==> src/int8_vector_mac_unit_macros.svh <==
// ----------------------------------------------------------------------------
// int8 vector mac unit assertion macros
// concurrent assertion wrappers, empty when SYNTHESIS is defined
// ----------------------------------------------------------------------------
`ifndef INT8_VECTOR_MAC_UNIT_MACROS_SVH
`define INT8_VECTOR_MAC_UNIT_MACROS_SVH

`ifndef SYNTHESIS
// checked only out of reset
`define VMAC_ASSERT(lbl, clk_s, rst_s, prop, msg) \
    lbl: assert property (@(posedge clk_s) disable iff (!rst_s) prop) else $error(msg);
// checked at every edge, reset included
`define VMAC_ASSERT_ALWAYS(lbl, clk_s, prop, msg) \
    lbl: assert property (@(posedge clk_s) prop) else $error(msg);
`else
`define VMAC_ASSERT(lbl, clk_s, rst_s, prop, msg)
`define VMAC_ASSERT_ALWAYS(lbl, clk_s, prop, msg)
`endif

`endif

==> src/vmac_rf_bank.sv <==
`timescale 1ns / 1ps
// ----------------------------------------------------------------------------
// vmac_rf_bank
// one copy of the vector register file: one write port, one registered read
// port, per-entry written flags so unwritten entries read as zero
// ----------------------------------------------------------------------------
module vmac_rf_bank #(
    parameter int NUM_VREGS = 32,
    parameter int WIDTH     = 64
) (
    input  logic                         clk,
    input  logic                         rst_n,
    input  logic                         wr_en,
    input  logic [$clog2(NUM_VREGS)-1:0] wr_addr,
    input  logic [WIDTH-1:0]             wr_data,
    input  logic                         rd_en,
    input  logic [$clog2(NUM_VREGS)-1:0] rd_addr,
    output logic [WIDTH-1:0]             rd_data
);

    logic [WIDTH-1:0]     mem_reg [NUM_VREGS];
    logic [NUM_VREGS-1:0] written_reg;
    logic [WIDTH-1:0]     rd_mem_reg;
    logic                 rd_written_reg;

    always_ff @(posedge clk)
    begin
        if (wr_en)
        begin
            mem_reg[wr_addr] <= wr_data;
        end
    end

    always_ff @(posedge clk)
    begin
        if (rd_en)
        begin
            rd_mem_reg <= mem_reg[rd_addr];
        end
    end

    always_ff @(posedge clk or negedge rst_n)
    begin
        if (!rst_n)
        begin
            written_reg    <= '0;
            rd_written_reg <= 1'b0;
        end
        else
        begin
            if (wr_en)
            begin
                written_reg[wr_addr] <= 1'b1;
            end
            if (rd_en)
            begin
                rd_written_reg <= written_reg[rd_addr];
            end
        end
    end

    assign rd_data = rd_written_reg ? rd_mem_reg : '0;

endmodule

==> config.mk <==
export PLATFORM = sky130hd
export DESIGN_NAME = vmac_rf_bank
export DESIGN_NICKNAME = d
export VERILOG_FILES = /design/src/int8_vector_mac_unit_macros.svh /design/src/vmac_rf_bank.sv
export SDC_FILE = /design/constraint.sdc
export NUM_CORES = 2
export LEC_CHECK = 0
export BUFFER_PORTS_ARGS = -buffer_cell sky130_fd_sc_hd__buf_2
export CORE_MARGIN = 5
export CORE_UTILIZATION = 55
export DETAILED_ROUTE_END_ITERATION = 8
export GPL_TIMING_DRIVEN = 0
export PLACE_DENSITY = 0.75
export RECOVER_POWER = 50
export SYNTH_ARGS = -nofsm -noshare
export SYNTH_HDL_FRONTEND = slang
export SYNTH_SLANG_ARGS = --single-unit
==> constraint.sdc <==
create_clock -name clk -period 2.3 [get_ports clk]
set_clock_uncertainty 0.15 [all_clocks]
set_input_delay 0.69 -clock clk [delete_from_list [all_inputs] [get_ports clk]]
set_output_delay 0.69 -clock clk [all_outputs]
set_load 0.05 [all_outputs]
==> run_results.csv <==
group,metric,value,unit
grt,grt_usage,28.4,%
outcome,status,"complete, but fails checks",
timing,period_needed,2940,ps
power_and_ir_drop,vdd_drop_max,752,uV
drt,routed_via_density,6.92,
power_and_ir_drop,power_density,864,nW/um^2
cts,cts_tree,"done",
cells_and_area,final_cell_mix,"edfxtp_1, mux4_2, clkbuf_16",
die,start_util,55.2,%
grt,antenna_found_initial,13,
synthesis,synth_edf_count,2112,
timing,hold_viol,0,
synthesis,avgSynthCellArea,24.6,sq um
timing,fin_setup_tns,-55700,ps
worst_setup_path,r2r_cells,3,
place,dp_slack,-2390,ps
timing,maxSlewHeadroom,0.880,%
synthesis,synthCells,3309,
cts,cts.path.max_buffers,3,
cts,cts-root-buf,"clkbuf_16",
synthesis,synth_flop_cell,"edfxtp_1",
worst_setup_path,rr_startpoint,"mem_reg[26][47]$_DFFE_PP_",
place,portBuffers,137,
worst_setup_path,endpoint,"rd_data[4]",
die,die-area,156000,sq um
drt,post_drt_wl_per_cell,38.8,um
grt,grt_pass1_vias,40800,
synthesis,yosys_warnings,0,
min_path,hold_path.class,"in2reg",
worst_setup_path,crit_type,"reg2out",
outcome,violations,"setup timing",
drt,vias,40800,
timing,clock.fmax,0.341,GHz
grt,grt_pass1_wl,309000,um
timing,setup_slack,-637,ps
die,die_y,395,um
cts,cts_buffers,197,
drt,antenna_left,0,
place,gp_congestion,0.739,
cells_and_area,final_common_cell,"edfxtp_1",
timing,tightest_slew,1490,ps
grt,gr-total-overflow,0,
worst_setup_path,crit_arrival,2100,ps
worst_setup_path,crit_chain,"clkbuf_16 > clkbuf_16 > and2_4 > buf_8",
synthesis,synth-seq-cells,2145,
timing,drv_slew,0,
drt,wirelength,229000,um
die,die_width,395,um
worst_setup_path,cp_data_required_time,1460,ps
place,placed_area,86900,sq um
timing,whs,295,ps
synthesis,synth-async-reset-ratio,1.54,%
cells_and_area,final_nets,3882,
timing,period_share,128,%
cts,clk_pin_slew_worst_paths,70,ps
cells_and_area,nFillCells,8785,
worst_setup_path,critPathMaxFanout,8,
worst_setup_path,crit_top_cell,"clkbuf_16",
timing,rsz0062_at_grt,"yes",
die,rows,141,
drt,drc_errors,0,
drt,first_iter_violations,7261,
cts,clk_latency,850,ps
die,pin_count,142,
die,design.core.area,147000,sq um
synthesis,synth-seq-area-share,79.0,%
worst_setup_path,worst-r2r-setup-slack,30,ps
cells_and_area,largest_reg_flops,2048,
drt,drt_pass1_iterations,6,
worst_setup_path,crit_path_top_delay_cell,"dfrtp_2",
cells_and_area,final_cell_area,95500,sq um
worst_setup_path,startpoint_type,"register",
run,cap_violations,0,
timing,setup_violations,164,
power_and_ir_drop,total_power,82500,uW
worst_setup_path,worstSetupStartpoint,"rd_written_reg$_DFFE_PN0P_",
cts,cts_max_level,4,
synthesis,syn-cell-area,81400,sq um
synthesis,synth_nets,3387,
cells_and_area,area_growth,17.3,%
worst_setup_path,r2r_end,"rd_mem_reg[47]$_DFFE_PP_",
power_and_ir_drop,p_leak,0.0306,uW
worst_setup_path,max_stage_delay,430,ps
cells_and_area,drive_gt1_share,35.6,%
synthesis,ys_types,32,
cts,clkSinkCount,2145,
worst_setup_path,end_kind,"output port",
place,dpl.hpwl,130000,um
grt,grt_start_max_net_pins,41,
worst min-delay path by stage:
stage,from,endpoint,slack [ps],depth (start not counted)
finish,wr_addr[2],mem_reg[1][41]$_DFFE_PP_,290,3
global route,wr_addr[2],mem_reg[1][41]$_DFFE_PP_,270,3
CTS,wr_data[58],mem_reg[0][58]$_DFFE_PP_,140,1
detailed placement,written_reg[31]$_DFFE_PN0P_,written_reg[31]$_DFFE_PN0P_,300,1
global placement,written_reg[2]$_DFFE_PN0P_,written_reg[2]$_DFFE_PN0P_,300,1
floorplan,rst_n,rd_written_reg$_DFFE_PN0P_,240,0
synthesized netlist by cell type (4+ instances only):
master,count,area (sq um)
o22a_1,20,175
or2_2,35,219
buf_4,15,113
and2_1,64,400
mux4_2,591,13300
buf_6,4,45.0
buf_1,33,124
nor2_1,34,128
edfxtp_1,2112,63400
a221o_1,7,70.1
nand2_1,51,191
o22ai_1,8,50.1
mux2_2,37,417
o221ai_1,20,175
buf_2,42,210
nand2b_1,4,25.0
clkbuf_1,73,274
mux2i_1,103,1030
dfrtp_1,33,826
nand3b_1,5,37.5
routing by layer:
layer | global-route usage (%) | part of all wire (%) | vias up
met4 | 11.2 | 4.7 | 12
met5 | 0 | 0.035 | -
li1 | - | - | 15200
met3 | 7.11 | 14 | 539
met1 | 39.4 | 34 | 21400
met2 | 44.4 | 48 | 3652
power breakdown:
| group | switching [uW] | total [uW] | internal (uW) |
|---|---|---|---|
| clock | 14300 | 32600 | 18300 |
| sequential | 232 | 43900 | 43700 |
| combinational | 3490 | 5970 | 2480 |
critical path, delay by kind of cell (launching register included):
family,cells,cell delay (ps)
AND/OR/NAND/NOR,1,210
flip-flops,1,430
buffers and inverters,3,610
cell families (layout without fill, tap and decap cells):
logic type             Yosys count  count (layout)  synth area share [%]
multiplexers                   732             732                  18.2
buffers and inverters          170             821                 0.955
flip-flops                    2145            2145                  79.0
other                            0               7                     0
AND/OR/NAND/NOR                203             204                  1.31
AO/OA/AOI/OAI                   59              59                 0.614
stage by stage:
step	std cells	util (%)
after global placement	5376	57.5
after CTS	5861	64.4
final	5898	64.8
after global routing	5894	64.8
after floorplan	3309	-
after detailed placement	5480	59.0
area by class of cell:
cell class / instances / area, sq um / share of cell area, %
tap: 1930 / 2410 / 2.53
buffer: 165 / 1710 / 1.79
timing repair buffer: 297 / 4040 / 4.23
clock buffer: 259 / 5300 / 5.55
inverter: 3 / 11.3 / 0.0118
multi-input combinational: 995 / 16700 / 17.5
sequential: 2145 / 64200 / 67.3
antenna: 7 / 17.5 / 0.0183
clock inverter: 97 / 1000 / 1.05
what timing repair did:
item | CTS | global route
gates cloned | 3 | 10
buffers inserted | 23 | 20
pin swaps | 7 | 9
endpoints found under the setup margin | 381 | 210
hold endpoints to repair | 33 | 0
hold buffers | 1 | 0
resized for setup | 549 | 84
No activity file was read; power rests on OpenSTA's default activity.
