`config.mk`:
```
export PLATFORM = sky130hd
export DESIGN_NAME = vmac_exec
export DESIGN_NICKNAME = d
export VERILOG_FILES = /design/src/int8_vector_mac_unit_macros.svh /design/src/vmac_pkg.sv /design/src/vmac_exec.sv
export SDC_FILE = /design/constraint.sdc
export NUM_CORES = 2
export LEC_CHECK = 0
export BUFFER_PORTS_ARGS = -buffer_cell sky130_fd_sc_hd__buf_2
export CELL_PAD_IN_SITES_DETAIL_PLACEMENT = 0
export CELL_PAD_IN_SITES_GLOBAL_PLACEMENT = 1
export CORE_MARGIN = 2
export CORE_UTILIZATION = 49
export DETAILED_ROUTE_END_ITERATION = 7
export PLACE_DENSITY_LB_ADDON = 0.05
export SLEW_MARGIN = 10
export SYNTH_ARGS = -nofsm -noshare
export SYNTH_HDL_FRONTEND = slang
export SYNTH_SLANG_ARGS = --single-unit
```
`constraint.sdc`:
```
create_clock -name vclk -period 39.8
set_clock_uncertainty 0.15 [all_clocks]
set_input_delay 7.96 -clock vclk [all_inputs]
set_output_delay 7.96 -clock vclk [all_outputs]
set_load 0.02 [all_outputs]
```
`src/int8_vector_mac_unit_macros.svh`:
```
// ----------------------------------------------------------------------------
// int8 vector mac unit assertion macros
// concurrent assertion wrappers, empty when SYNTHESIS is defined
// ----------------------------------------------------------------------------
`ifndef INT8_VECTOR_MAC_UNIT_MACROS_SVH
`define INT8_VECTOR_MAC_UNIT_MACROS_SVH

`ifndef SYNTHESIS
// checked only out of reset
`define VMAC_ASSERT(lbl, clk_s, rst_s, prop, msg) \
    lbl: assert property (@(posedge clk_s) disable iff (!rst_s) prop) else $error(msg);
// checked at every edge, reset included
`define VMAC_ASSERT_ALWAYS(lbl, clk_s, prop, msg) \
    lbl: assert property (@(posedge clk_s) prop) else $error(msg);
`else
`define VMAC_ASSERT(lbl, clk_s, rst_s, prop, msg)
`define VMAC_ASSERT_ALWAYS(lbl, clk_s, prop, msg)
`endif

`endif

```
`src/vmac_pkg.sv`:
```
`timescale 1ns / 1ps
// ----------------------------------------------------------------------------
// vmac_pkg
// opcodes, limits and the instruction control struct of the vector mac unit
// ----------------------------------------------------------------------------
package vmac_pkg;

    localparam logic [1:0] OP_LOAD = 2'd0;
    localparam logic [1:0] OP_BIAS = 2'd1;
    localparam logic [1:0] OP_MAC  = 2'd2;
    localparam logic [1:0] OP_ACT  = 2'd3;

    // bytes per 32-bit lane
    localparam logic [3:0] LANE_BYTES = 4'd4;

    typedef struct packed {
        logic [1:0] op;
        logic [3:0] count;
        logic [4:0] shift;
    } ctrl_t;

endpackage

```
`src/vmac_exec.sv`:
```
`timescale 1ns / 1ps
// ----------------------------------------------------------------------------
// vmac_exec
// execute datapath: load, bias, int8 dot-product accumulate and
// relu/shift activation on the operands read for one instruction
// ----------------------------------------------------------------------------
module vmac_exec #(
    parameter int VREG_BYTES = 8,
    parameter int LANES      = 2
) (
    input  vmac_pkg::ctrl_t          ctrl,
    input  logic [63:0]              load_data,
    input  logic [31:0]              bias_value,
    input  logic [8*VREG_BYTES-1:0]  dst_val,
    input  logic [8*VREG_BYTES-1:0]  wgt_val,
    input  logic [8*VREG_BYTES-1:0]  act_val,
    output logic                     wr_en,
    output logic [8*VREG_BYTES-1:0]  wr_data,
    output logic [15:0]              act_bytes,
    output logic [1:0]               act_count
);

    localparam logic [3:0] VB_CNT = 4'(VREG_BYTES);
    localparam logic [3:0] LN_CNT = 4'(LANES);

    logic [3:0] load_n;
    logic [1:0] lane_n;
    logic [2:0] mac_n;

    logic [31:0]        dst_lane [LANES];
    logic [31:0]        wgt_lane [LANES];
    logic [31:0]        mac_lane [LANES];
    logic signed [16:0] prod     [LANES][4];
    logic signed [18:0] dot      [LANES];

    assign load_n = (ctrl.count > VB_CNT) ? VB_CNT : ctrl.count;
    assign lane_n = (ctrl.count > LN_CNT) ? LN_CNT[1:0] : ctrl.count[1:0];
    assign mac_n  = (ctrl.count > vmac_pkg::LANE_BYTES) ? vmac_pkg::LANE_BYTES[2:0]
                                                        : ctrl.count[2:0];

    // lane views and per-lane dot products
    for (genvar gl = 0; gl < LANES; gl++)
    begin : g_lane
        for (genvar gb = 0; gb < 4; gb++)
        begin : g_byte
            localparam int K = 4 * gl + gb;
            if (K < VREG_BYTES)
            begin : g_in
                assign dst_lane[gl][8*gb +: 8] = dst_val[8*K +: 8];
                assign wgt_lane[gl][8*gb +: 8] = wgt_val[8*K +: 8];
                assign prod[gl][gb] = (3'(gb) < mac_n)
                    ? 17'($signed(wgt_val[8*K +: 8])) * 17'($signed({1'b0, act_val[8*K +: 8]}))
                    : '0;
            end
            else
            begin : g_out
                assign dst_lane[gl][8*gb +: 8] = 8'd0;
                assign wgt_lane[gl][8*gb +: 8] = 8'd0;
                assign prod[gl][gb]            = '0;
            end
        end

        assign dot[gl] = 19'(prod[gl][0]) + 19'(prod[gl][1])
                       + 19'(prod[gl][2]) + 19'(prod[gl][3]);
        assign mac_lane[gl] = dst_lane[gl] + 32'(dot[gl]);
    end

    // result bytes written back
    for (genvar gk = 0; gk < VREG_BYTES; gk++)
    begin : g_wbyte
        localparam int L = gk / 4;
        localparam int B = gk % 4;
        logic [7:0] ld_b;
        logic [7:0] bias_b;
        logic [7:0] mac_b;

        assign ld_b = (4'(gk) < load_n) ? load_data[8*gk +: 8] : 8'd0;

        if (L < LANES)
        begin : g_lane_ok
            assign bias_b = (2'(L) < lane_n) ? bias_value[8*B +: 8] : 8'd0;
            assign mac_b  = mac_lane[L][8*B +: 8];
        end
        else
        begin : g_lane_none
            assign bias_b = 8'd0;
            assign mac_b  = dst_val[8*gk +: 8];
        end

        always_comb
        begin
            case (ctrl.op)
                vmac_pkg::OP_LOAD: wr_data[8*gk +: 8] = ld_b;
                vmac_pkg::OP_BIAS: wr_data[8*gk +: 8] = bias_b;
                vmac_pkg::OP_MAC:  wr_data[8*gk +: 8] = mac_b;
                default:           wr_data[8*gk +: 8] = dst_val[8*gk +: 8];
            endcase
        end
    end

    assign wr_en = (ctrl.op != vmac_pkg::OP_ACT);

    // relu then arithmetic shift, low byte per active lane
    for (genvar go = 0; go < 2; go++)
    begin : g_act
        if (go < LANES)
        begin : g_on
            logic [31:0] relu;
            assign relu = wgt_lane[go][31] ? 32'd0 : (wgt_lane[go] >> ctrl.shift);
            assign act_bytes[8*go +: 8] = (2'(go) < lane_n) ? relu[7:0] : 8'd0;
        end
        else
        begin : g_off
            assign act_bytes[8*go +: 8] = 8'd0;
        end
    end

    assign act_count = lane_n;

endmodule

```
==> impl_metrics.csv <==
group,metric,value,unit
floorplanning,fp-row-count,88,
min_path,hold_start,"load_data[37]",
worst_setup_path,critPathMaxStageDelay,0.58,ns
placement,port_buffers,382,
clock_tree,ctsHoldBuffers,0,
yosys,avgSynthCellArea,7.822,sq um
floorplanning,initial_core_util,0.4938,
yosys,synth.distinct_cells,71,
sta,rsz0062_at_grt,"false",
sta,max_freq,38.11,MHz
worst_setup_path,worstPathRequired,31.69,ns
floorplanning,die-area,59860,sq um
min_path,hp-class,"input port to primary output",
yosys,syn_nets,4747,
placement,gp_congestion,1.004,
route,vias,26400,
final_layout,fillers,5634,
global_routing,grt_pass1_vias,26900,
final_layout,ff_latch_area,0,sq um
worst_setup_path,cp.arrival,18.13,ns
final_layout,area_growth,8.769,%
sta,setup-violations-final,0,
route,drt_iter0_drc,1542,
route,wl_per_cell,21.14,microns
sta,hold_viol_final,0,
sta,tns,0,ns
sta,drv_slew,0,
route,drt-total-wl,98.46,mm
final_layout,design.seq.count,0,
yosys,yosysSeqAreaShare,0,
floorplanning,fp.dieW,244.7,microns
job,maxCapViolations,0,
placement,hpwl,85.02,mm
route,ant_nets,0,
sta,layout_min_cycle_time,26.24,ns
global_routing,antenna_found_initial,10,
global_routing,grt.overflow.total,0,
min_path,whs_endpoint,"wr_data[37]",
clock_tree,cts_setup_buffers,0,
final_layout,finalNetCount,5006,
worst_setup_path,cp-end-kind,"primary output",
final_layout,clock_buffers,0,
global_routing,grt_max_degree,77,
status,status,"complete, no violations",
sta,relSlewSlack,0.2867,
route,drt-vias-per-instance,5.667,
worst_setup_path,cp_slowest_cell,"fa_1",
route,remaining_drc_errors,0,
worst_setup_path,start_kind,"input port",
floorplanning,die_h,244.7,microns
floorplanning,design.core.area,57480,sq um
final_layout,multi_input_area,25480,sq um
worst_setup_path,critPathMaxFanout,18,
clock_tree,cts_resized,0,
worst_setup_path,crit_type,"input port to primary output",
yosys,yosysWarningCount,0,
yosys,synthCells,3628,
floorplanning,ios,382,
final_layout,drive_gt1_frac,0.1202,
sta,worst_pin_slew,1.070,ns
route,drt-pass1-iter-count,7,
min_path,min_path_cells,4,
yosys,synthesis.area,28380,sq um
sta,post-route-period-util,0.6593,
global_routing,grt_pass1_wl,153.2,mm
global_routing,grt.total_usage,0.3266,
cell families (layout without fill, tap and decap cells):
family / count (synthesis) / after routing / share of synthesized area
compound gates: 685 / 685 / 0.1501
xor+xnor: 137 / 137 / 0.04330
fa+ha+maj: 820 / 820 / 0.4589
buf+inv: 776 / 1033 / 0.1028
mux: 100 / 100 / 0.05145
other cells: 0 / 8 / 0
simple gates: 1110 / 1110 / 0.1935
layout by cell type, fill, tap and decap left out, types with 24 or more instances in the layout:
cell and count:
nor3_1 50, o21ai_0 160, ha_1 452, and3_1 31, and2_1 324, nand2_1 346, nand2b_1 50, inv_1 630
o21a_1 24, mux4_2 36, mux2i_1 57, xnor2_1 94, fa_1 368, a21o_1 57, buf_2 380, nor2b_1 34
nor2_1 207, a21oi_1 238, xor2_1 40
final cells by class:
type | count | share of cell area
Timing Repair Buffer | 396 | 0.06550
Antenna cell | 8 | 0.0006486
Tap cell | 765 | 0.03101
Inverter | 637 | 0.07746
Multi-Input combinational cell | 2852 | 0.8254
metal layers:
metal / global-route usage / up-vias / wire (microns)
met2: 0.5769 / 814 / 49230
li1: - / 12370 / -
met1: 0.4305 / 13070 / 41490
met3: 0.02438 / 140 / 4909
met4: 0.08626 / 4 / 2811
met5: 0 / - / 27
cell usage after synthesis (11+ instances only):
master,n,area share
and2_1,324,0.071
xor2_1,40,0.012
o31ai_1,11,0.0029
buf_1,19,0.0025
and3_1,31,0.0068
a21oi_1,239,0.042
inv_1,631,0.083
a21boi_0,20,0.0053
a31oi_1,16,0.0035
nand2_1,346,0.046
nor2_1,209,0.028
nand3_1,23,0.0041
o21bai_1,22,0.0058
nand2b_1,50,0.011
xnor2_1,95,0.029
nor2b_1,34,0.0075
o21ai_0,160,0.028
a211oi_1,23,0.0061
o21a_1,24,0.0063
a22oi_1,15,0.0040
clkbuf_1,116,0.015
mux4_2,36,0.029
nor3_1,50,0.0088
mux2i_1,57,0.020
fa_1,368,0.26
or3_1,17,0.0037
ha_1,452,0.20
a21o_1,57,0.015
a22o_1,19,0.0059
critical path, delay by kind of cell:
family / cells / cell delay [ns]
compound gates: 16 / 3.48
buf+inv: 8 / 1.11
fa+ha+maj: 9 / 4.15
xor+xnor: 3 / 0.54
simple gates: 5 / 0.88
per-stage QoR:
stage	util	setup slack, ns	hold WS, ns	instance area [sq um]	cells
after floorplan	-	14.48	15.95	28380	3628
after global placement	0.5367	13.72	16.14	30850	4650
after detailed placement	0.5367	13.57	16.15	30850	4650
after CTS	0.5367	13.54	16.15	30850	4650
after global routing	0.5369	12.67	16.18	30860	4655
final	0.5371	13.56	16.14	30870	4658
worst max path at each step:
stage,start,to,slack (ns),cells past startpoint
floorplan,wgt_val[18],wr_data[29],14.48,40
detailed placement,wgt_val[23],wr_data[31],13.57,41
finish,wgt_val[23],wr_data[31],13.56,41
global route,wgt_val[23],wr_data[31],12.67,41
global placement,wgt_val[23],wr_data[31],13.72,41
CTS,wgt_val[23],wr_data[31],13.54,41
